File: src/sv/ita_pkg.sv
// Shared types, constants and helpers for the integer-to-ASCII formatter.
// No dependencies; used by ita_front, ita_back and integer_to_ascii_formatter.
package ita_pkg;

	// Field widths
	localparam int KIND_W     = 3;
	localparam int VALUE_W    = 64;
	localparam int DEC_W      = 32;
	localparam int CHAR_W     = 7;
	localparam int COUNT_W    = 5;
	localparam int NIB_W      = 4;
	localparam int DEC_DIGITS = 10;
	localparam int HEX_DIGITS = 16;
	localparam int BCD_W      = DEC_DIGITS * NIB_W;

	// Default depth of the command queue between front and back
	localparam int QUEUE_DEPTH = 2;

	// ASCII codes
	localparam logic [CHAR_W-1:0] CH_ZERO  = 7'h30;
	localparam logic [CHAR_W-1:0] CH_MINUS = 7'h2D;
	localparam logic [CHAR_W-1:0] CH_X     = 7'h78;
	// Letter bases shifted down by ten so a digit value 10..15 adds straight on
	localparam logic [CHAR_W-1:0] CH_UPPER_BASE = 7'h37;
	localparam logic [CHAR_W-1:0] CH_LOWER_BASE = 7'h57;

	// Input format codes
	typedef enum logic [KIND_W-1:0] {
		KIND_SDEC = 3'd0,
		KIND_UDEC = 3'd1,
		KIND_HEXU = 3'd2,
		KIND_HEXL = 3'd3,
		KIND_PTR  = 3'd4
	} kind_t;

	// Work mode handed from front to back
	typedef enum logic [1:0] {
		MODE_DEC  = 2'd0,
		MODE_HEXU = 2'd1,
		MODE_HEXL = 2'd2,
		MODE_PTR  = 2'd3
	} mode_t;

	// One classified command in the queue
	typedef struct packed {
		mode_t              mode;
		logic               neg;
		logic [VALUE_W-1:0] value;
	} cmd_t;

	// One hex or BCD digit to its ASCII character
	function automatic logic [CHAR_W-1:0] nibble_ascii(input logic [NIB_W-1:0] d,
			input logic upper);
		logic [CHAR_W-1:0] dx;
		dx = {{(CHAR_W-NIB_W){1'b0}}, d};
		if (d < 4'd10) begin
			return CH_ZERO + dx;
		end else if (upper) begin
			return CH_UPPER_BASE + dx;
		end else begin
			return CH_LOWER_BASE + dx;
		end
	endfunction

endpackage

File: src/sv/ita_front.sv
// Front end of the formatter: accepts input transactions, classifies the kind,
// takes the decimal magnitude, and queues commands. Depends on ita_pkg.
module ita_front import ita_pkg::*; #(
	parameter int DEPTH = QUEUE_DEPTH
) (
	input  logic               clk,
	input  logic               arst_n,
	input  logic               push,
	output logic               full,
	input  logic [KIND_W-1:0]  kind,
	input  logic [VALUE_W-1:0] value,
	output cmd_t               q_cmd,
	output logic               q_valid,
	input  logic               q_pop
);

	localparam int AW = (DEPTH > 1) ? $clog2(DEPTH) : 1;
	localparam int CW = $clog2(DEPTH + 1);

	logic              in_ok;
	logic              neg;
	logic [DEC_W-1:0]  low;
	logic [DEC_W-1:0]  mag;
	cmd_t              cmd_in;
	logic              wr;
	logic              rd;

	cmd_t              queue_q [DEPTH];
	logic [AW-1:0]     wr_ptr_q;
	logic [AW-1:0]     rd_ptr_q;
	logic [CW-1:0]     cnt_q;

	// Classify: decimal kinds keep the low word, negative signed takes its magnitude
	assign low = value[DEC_W-1:0];

	always_comb begin
		in_ok       = 1'b1;
		neg         = 1'b0;
		cmd_in.mode = MODE_DEC;
		unique case (kind) inside
			KIND_SDEC: begin
				neg = low[DEC_W-1];
			end
			KIND_UDEC: begin
				neg = 1'b0;
			end
			KIND_HEXU: cmd_in.mode = MODE_HEXU;
			KIND_HEXL: cmd_in.mode = MODE_HEXL;
			KIND_PTR:  cmd_in.mode = MODE_PTR;
			default:   in_ok = 1'b0;
		endcase
		mag = neg ? (DEC_W'(0) - low) : low;
		cmd_in.neg = neg;
		if (cmd_in.mode == MODE_DEC) begin
			cmd_in.value = {{(VALUE_W-DEC_W){1'b0}}, mag};
		end else begin
			cmd_in.value = value;
		end
	end

	// Queue control; unused kinds are taken and dropped
	assign full    = (cnt_q == CW'(DEPTH));
	assign q_valid = (cnt_q != '0);
	assign wr      = push && !full && in_ok;
	assign rd      = q_pop && q_valid;
	assign q_cmd   = queue_q[rd_ptr_q];

	always_ff @(posedge clk or negedge arst_n) begin
		if (!arst_n) begin
			wr_ptr_q <= '0;
			rd_ptr_q <= '0;
			cnt_q    <= '0;
		end else begin
			if (wr) begin
				wr_ptr_q <= (wr_ptr_q == AW'(DEPTH - 1)) ? '0 : wr_ptr_q + 1'b1;
			end
			if (rd) begin
				rd_ptr_q <= (rd_ptr_q == AW'(DEPTH - 1)) ? '0 : rd_ptr_q + 1'b1;
			end
			case ({wr, rd})
				2'b10:   cnt_q <= cnt_q + 1'b1;
				2'b01:   cnt_q <= cnt_q - 1'b1;
				default: cnt_q <= cnt_q;
			endcase
		end
	end

	// Queue storage
	always_ff @(posedge clk) begin
		if (wr) begin
			queue_q[wr_ptr_q] <= cmd_in;
		end
	end

	// Checks
	a_cnt_bound: assert property (@(posedge clk) disable iff (!arst_n)
		cnt_q <= CW'(DEPTH))
		else $error("queue count above depth");

	a_full_hold: assert property (@(posedge clk) disable iff (!arst_n)
		(full && !q_pop) |=> (cnt_q == $past(cnt_q)))
		else $error("queue count moved while full and not popped");

	a_drop_kind: assert property (@(posedge clk) disable iff (!arst_n)
		(push && !full && !in_ok && !q_pop) |=> $stable(cnt_q))
		else $error("unused kind entered the queue");

endmodule

File: src/sv/ita_back.sv
// Back end of the formatter: converts queued commands to digits, trims leading
// zeros and emits characters through an output register. Depends on ita_pkg.
module ita_back import ita_pkg::*; (
	input  logic               clk,
	input  logic               arst_n,
	input  cmd_t               q_cmd,
	input  logic               q_valid,
	output logic               q_pop,
	output logic               empty,
	input  logic               pop,
	output logic [CHAR_W-1:0]  character,
	output logic               last,
	output logic [COUNT_W-1:0] char_count
);

	localparam int ITER_W = $clog2(DEC_W);

	typedef enum logic [4:0] {
		ST_IDLE   = 5'b00001,
		ST_CONV   = 5'b00010,
		ST_TRIM   = 5'b00100,
		ST_PREFIX = 5'b01000,
		ST_DIGITS = 5'b10000
	} state_t;

	state_t              state_q;
	mode_t               mode_q;
	logic                neg_q;
	logic [VALUE_W-1:0]  digs_q;
	logic [DEC_W-1:0]    bin_q;
	logic [ITER_W-1:0]   iter_q;
	logic [COUNT_W-1:0]  ndig_q;
	logic [COUNT_W-1:0]  rem_q;
	logic [COUNT_W-1:0]  total_q;
	logic                pidx_q;

	logic                out_valid_q;
	logic [CHAR_W-1:0]   char_q;
	logic                last_q;
	logic [COUNT_W-1:0]  count_q;

	logic [BCD_W-1:0]    bcd_adj;
	logic [BCD_W-1:0]    bcd_next;
	logic [1:0]          npre;
	logic [NIB_W-1:0]    top_nib;
	logic                slot_free;
	logic                emit;
	logic [CHAR_W-1:0]   emit_char;
	logic                emit_last;
	logic                prefix_end;

	// Double-dabble step: add three to every BCD digit of five or more
	always_comb begin
		for (int i = 0; i < DEC_DIGITS; i++) begin
			logic [NIB_W-1:0] d;
			d = digs_q[VALUE_W-BCD_W + i*NIB_W +: NIB_W];
			bcd_adj[i*NIB_W +: NIB_W] = (d >= 4'd5) ? d + 4'd3 : d;
		end
		bcd_next = {bcd_adj[BCD_W-2:0], bin_q[DEC_W-1]};
	end

	// Prefix length: minus sign, "0x", or none
	always_comb begin
		if (neg_q) begin
			npre = 2'd1;
		end else if (mode_q == MODE_PTR) begin
			npre = 2'd2;
		end else begin
			npre = 2'd0;
		end
	end

	assign top_nib    = digs_q[VALUE_W-1 -: NIB_W];
	assign slot_free  = !out_valid_q || pop;
	assign q_pop      = (state_q == ST_IDLE) && q_valid;
	assign emit       = slot_free && ((state_q == ST_PREFIX) || (state_q == ST_DIGITS));
	assign prefix_end = neg_q || pidx_q;

	// Character chosen for this cycle
	always_comb begin
		if (state_q == ST_PREFIX) begin
			emit_char = neg_q ? CH_MINUS : (pidx_q ? CH_X : CH_ZERO);
			emit_last = 1'b0;
		end else begin
			emit_char = nibble_ascii(top_nib, mode_q == MODE_HEXU);
			emit_last = (rem_q == COUNT_W'(1));
		end
	end

	// Sequencer
	always_ff @(posedge clk or negedge arst_n) begin
		if (!arst_n) begin
			state_q <= ST_IDLE;
			iter_q  <= '0;
			pidx_q  <= 1'b0;
		end else begin
			unique case (state_q)
				ST_IDLE: begin
					if (q_valid) begin
						iter_q  <= '0;
						pidx_q  <= 1'b0;
						state_q <= (q_cmd.mode == MODE_DEC) ? ST_CONV : ST_TRIM;
					end
				end
				ST_CONV: begin
					iter_q <= iter_q + 1'b1;
					if (iter_q == ITER_W'(DEC_W - 1)) begin
						state_q <= ST_TRIM;
					end
				end
				ST_TRIM: begin
					if (!((top_nib == '0) && (ndig_q != COUNT_W'(1)))) begin
						state_q <= (npre != 2'd0) ? ST_PREFIX : ST_DIGITS;
					end
				end
				ST_PREFIX: begin
					if (emit) begin
						pidx_q <= 1'b1;
						if (prefix_end) begin
							state_q <= ST_DIGITS;
						end
					end
				end
				ST_DIGITS: begin
					if (emit && emit_last) begin
						state_q <= ST_IDLE;
					end
				end
				default: state_q <= ST_IDLE;
			endcase
		end
	end

	// Digit datapath
	always_ff @(posedge clk) begin
		unique case (state_q)
			ST_IDLE: begin
				if (q_valid) begin
					mode_q <= q_cmd.mode;
					neg_q  <= q_cmd.neg;
					bin_q  <= q_cmd.value[DEC_W-1:0];
					if (q_cmd.mode == MODE_DEC) begin
						digs_q <= '0;
						ndig_q <= COUNT_W'(DEC_DIGITS);
					end else begin
						digs_q <= q_cmd.value;
						ndig_q <= COUNT_W'(HEX_DIGITS);
					end
				end
			end
			ST_CONV: begin
				digs_q <= {bcd_next, {(VALUE_W-BCD_W){1'b0}}};
				bin_q  <= {bin_q[DEC_W-2:0], 1'b0};
			end
			ST_TRIM: begin
				if ((top_nib == '0) && (ndig_q != COUNT_W'(1))) begin
					digs_q <= {digs_q[VALUE_W-NIB_W-1:0], {NIB_W{1'b0}}};
					ndig_q <= ndig_q - 1'b1;
				end else begin
					rem_q   <= ndig_q;
					total_q <= ndig_q + {{(COUNT_W-2){1'b0}}, npre};
				end
			end
			ST_PREFIX: begin
			end
			ST_DIGITS: begin
				if (emit) begin
					digs_q <= {digs_q[VALUE_W-NIB_W-1:0], {NIB_W{1'b0}}};
					rem_q  <= rem_q - 1'b1;
				end
			end
			default: begin
			end
		endcase
	end

	// Output register
	always_ff @(posedge clk or negedge arst_n) begin
		if (!arst_n) begin
			out_valid_q <= 1'b0;
		end else if (emit) begin
			out_valid_q <= 1'b1;
		end else if (pop) begin
			out_valid_q <= 1'b0;
		end
	end

	always_ff @(posedge clk) begin
		if (emit) begin
			char_q  <= emit_char;
			last_q  <= emit_last;
			count_q <= emit_last ? total_q : '0;
		end
	end

	assign empty      = !out_valid_q;
	assign character  = char_q;
	assign last       = last_q;
	assign char_count = count_q;

	// Checks
	a_rem_live: assert property (@(posedge clk) disable iff (!arst_n)
		(state_q == ST_DIGITS) |-> (rem_q != '0))
		else $error("digit phase with nothing left to emit");

	a_ndig_range: assert property (@(posedge clk) disable iff (!arst_n)
		(state_q == ST_TRIM) |-> ((ndig_q != '0) && (ndig_q <= COUNT_W'(HEX_DIGITS))))
		else $error("digit count out of range");

	a_count_last: assert property (@(posedge clk) disable iff (!arst_n)
		(out_valid_q && last_q) |-> ((count_q != '0) && (count_q <= COUNT_W'(18))))
		else $error("final character with bad count");

	a_count_mid: assert property (@(posedge clk) disable iff (!arst_n)
		(out_valid_q && !last_q) |-> (count_q == '0))
		else $error("non-final character with nonzero count");

endmodule

File: src/sv/integer_to_ascii_formatter.sv
// Top level of the integer-to-ASCII formatter: front end, command queue, back end.
// Depends on ita_pkg, ita_front and ita_back.
//
//   channel  direction  handshake           payload
//   input    in         push / full         kind[2:0], value[63:0]
//   result   out        empty / pop         character[6:0], last, char_count[4:0]
//
// Each number is loaded, then for the decimal kinds converted by shift-and-add-3,
// then trimmed of its leading zero digits (up to 9 decimal or 15 hex), then
// emitted character by character (up to 18 characters). The back end's digit
// register works on one number at a time. The front queue holds DEPTH commands
// so input keeps flowing while the back end converts.
// Reset is asynchronous and empties the queue and output register; pop held low
// stalls the back end at its next character without losing anything.
module integer_to_ascii_formatter import ita_pkg::*; #(
	parameter int DEPTH = QUEUE_DEPTH
) (
	input  logic               clk,
	input  logic               arst_n,
	input  logic               push,
	output logic               full,
	input  logic [KIND_W-1:0]  kind,
	input  logic [VALUE_W-1:0] value,
	output logic               empty,
	input  logic               pop,
	output logic [CHAR_W-1:0]  character,
	output logic               last,
	output logic [COUNT_W-1:0] char_count
);

	cmd_t q_cmd;
	logic q_valid;
	logic q_pop;

	// Accept, classify and queue
	ita_front #(
		.DEPTH(DEPTH)
	) u_front (
		.clk    (clk),
		.arst_n (arst_n),
		.push   (push),
		.full   (full),
		.kind   (kind),
		.value  (value),
		.q_cmd  (q_cmd),
		.q_valid(q_valid),
		.q_pop  (q_pop)
	);

	// Convert and emit characters
	ita_back u_back (
		.clk       (clk),
		.arst_n    (arst_n),
		.q_cmd     (q_cmd),
		.q_valid   (q_valid),
		.q_pop     (q_pop),
		.empty     (empty),
		.pop       (pop),
		.character (character),
		.last      (last),
		.char_count(char_count)
	);

endmodule

File: config.mk
export PLATFORM = sky130hd
export DESIGN_NAME = integer_to_ascii_formatter
export DESIGN_NICKNAME = d
export VERILOG_FILES = /design/src/sv/ita_pkg.sv /design/src/sv/ita_front.sv /design/src/sv/ita_back.sv /design/src/sv/integer_to_ascii_formatter.sv
export SDC_FILE = /design/constraint.sdc
export NUM_CORES = 1
export LEC_CHECK = 0
export BUFFER_PORTS_ARGS = -buffer_cell sky130_fd_sc_hd__buf_2
export CAP_MARGIN = 20
export CELL_PAD_IN_SITES_DETAIL_PLACEMENT = 0
export CELL_PAD_IN_SITES_GLOBAL_PLACEMENT = 1
export CORE_UTILIZATION = 23
export DETAILED_ROUTE_END_ITERATION = 7
export PLACE_DENSITY_LB_ADDON = 0.08
export SYNTH_ARGS = -nofsm -noshare
export SYNTH_HDL_FRONTEND = slang
export SYNTH_SLANG_ARGS = --single-unit
File: constraint.sdc
create_clock -name clk -period 11.6 [get_ports clk]
set_input_delay 0.58 -clock clk [delete_from_list [all_inputs] [get_ports clk]]
set_output_delay 0.58 -clock clk [all_outputs]
set_load 0.05 [all_outputs]
==> out/metrics.csv <==
metric;value;unit
gr-usage-all-layers;0.120;
slew_headroom;0.364;
detail_route.wl_per_cell;17.8;um
antenna_found_initial;1;
cts_setup_buffers;0;
drv_slew;0;
first_iter_violations;358;
min_period_over_period;0.291;
max_cap_violations;0;
synth_top_area_frac;0.608;
start_kind;register;
first_pass_iters;4;
use_met2;0.196;
antenna_left;0;
drive_above_1_share;0.148;
die_x;239;um
total_power;4.41;mW
ctsResizeCount;0;
portBuffers;85;
syn_inst;1019;
wl;33.5;mm
grt_pass1_wl;51.5;mm
dr_total_vias;8067;
die_y;239;um
fp-row-count;86;
leakage;5.55;nW
nNetsFinal;1209;
cts_buffer_depth;3;
path_max_fanout;64;
seq_area_frac_synth;0.639;
setup-tns-final;0;ns
synth.most_common_cell;edfxtp_1;
skew;0.0220;ns
areaGrowthSynthToFinish;19.4;%
synth_seq_cells;277;
core;55200;sq um
synth_nets;1121;
slowest_stage;buf_4;
hold_path_class;in2reg;
grt_pass1_vias;8255;
gr-usage-met1;0.160;
cts-hold-fix-buffers;1;
setup_viol;0;
synth-edff-count;261;
fin_area;15400;sq um
dp_hpwl;21.3;mm
synth_area_leaders;edfxtp_1 61%, mux2i_1 5.0%, a21oi_1 3.3%;
setup_slack;8.22;ns
overflow;0;
cts_num_sinks;277;
ir_drop;231;uV
cts_buffers;36;
worstPathCellList;nor3_1 -> and2_2 -> buf_4 -> nor3_1 -> nor4_2 -> buf_4;
top_usage_layer;met2;
place_area;14200;sq um
ys_warn_count;0;
synthFlopType;edfxtp_1;
ys_async_sr_fraction;0.0578;
worstMarginPinSlew;0.955;ns
drc_errors;0;
cts_root_buf;clkbuf_16;
required;11.75;ns
crit_type;reg2reg;
max_freq;296;MHz
rsz0062_at_grt;no;
arrival;3.53;ns
synth.distinct_cells;50;
powerDensity;287;nW/um^2
clkTransAtPathRegs;0.06;ns
cts_tree;yes;
post-synth-top-area-cell;edfxtp_1;
yosys-top-cells-count;261 x edfxtp_1, 86 x nor2_1, 85 x a21oi_1;
diodes;0;
avgSynthCellArea;12.7;sq um
gp_congestion;0.703;
synth_area;12900;sq um
path_delay_family;buffers and inverters;
h-tree-depth;2;
critPathCaptureType;register;
vias_per_cell;4.29;
path_buf_inv;2;
max_stage_delay;0.75;ns
initial_core_util;0.234;
hold_viol_final;0;
clkLatencyLatePin;0.55;ns
dieArea;57000;sq um
grt_max_degree;73;
status;finished clean;
io_pins;86;
gr-usage-met3;0.0219;
dp_slack;7.97;ns
min_period;3.38;ns
==> report_power, final <==
part	internal, mW	switching [mW]	leakage [nW]
registers	1.64	0.231	2.67
clock network	0.686	0.438	0.578
logic	0.481	0.932	2.31
==> area by class of cell <==
type                    instances  area (sq um)
well taps                     748           936
multi-input cells             662          4400
flip-flops and latches        277          8240
fillers                      5702         39800
repair buffers                 97           518
inverters                      33           124
clock buffers                  47           983
clock inverters                18           190
==> state kept, by name, indices dropped and copies added (netlist names), 2 cells and up <==
register and count:
u_front.queue_q 134, u_back.digs_q 64, u_back.rem_q 5, u_back.char_count 5, u_back.bin_q 32, u_back.iter_q 5
u_back.character 7, u_back.ndig_q 5, u_front.cnt_q 2, u_back.state_q 5, u_back.total_q 5, u_back.mode_q 2
==> final timing paths <==
check | startpoint | depth (start not counted) | endpoint | slack (ns)
worst max register to register | u_back.state_q[3] | 6 | u_back.digs_q[0] | 8.22
min in group asynchronous | arst_n | 2 | u_back.out_valid_q | 0.54
worst min-delay path | value[0] | 1 | u_front.queue_q[0][0] | 0.30
max in group asynchronous | arst_n | 2 | u_front.rd_ptr_q | 10.69
worst min register to register | u_back.iter_q[4] | 1 | u_back.iter_q[4] | 0.51
worst max-delay path | u_back.state_q[3] | 6 | u_back.digs_q[0] | 8.22
==> cell usage in the layout (no fill, tap or decap), types with 7 or more instances in the layout <==
cell type  count
buf_2         85
nor2_1        84
dfrtp_1       14
edfxtp_1     261
xor2_1        28
nor3_1        24
ha_1          30
inv_1         33
buf_4         11
a221o_1       11
clkbuf_16     37
xnor2_1       36
nand3_1        7
nor3b_1       14
and2_1         8
o21ai_0       66
mux2i_1       65
o221ai_1      17
nand2b_1      13
a21oi_1       84
nor2b_1       36
clkbuf_1       8
nand2_1       68
==> kinds of logic after synthesis <==
family | share of synthesized area
compound gates | 0.0965
xor+xnor | 0.0435
fa+ha+maj | 0.0307
buf+inv | 0.0237
flops | 0.639
mux | 0.0539
simple gates | 0.113
==> worst reg2reg max path, cell delays in order (launching register included) <==
cell and delay (ns):
dfrtp_1 0.42, nor3_1 0.28, and2_2 0.58, buf_4 0.58, nor3_1 0.16, nor4_2 0.15, buf_4 0.75
==> stage by stage <==
step | std cells | hold WS, ns | utilization
finish | 1882 | 0.301 | 0.279
global route | 1882 | 0.289 | 0.279
floorplan | 1019 | 0.284 | -
global placement | 1816 | 0.493 | 0.258
detailed placement | 1816 | 0.493 | 0.258
CTS | 1882 | 0.263 | 0.279
==> routing by layer <==
layer | routed length (um) | vias to the layer above
met1 | 15900 | 3968
met3 | 1230 | 41
met2 | 15700 | 115
met4 | 694 | 0
met5 | 0 | -
li1 | - | 3943
(Power assumes the default switching activity.)
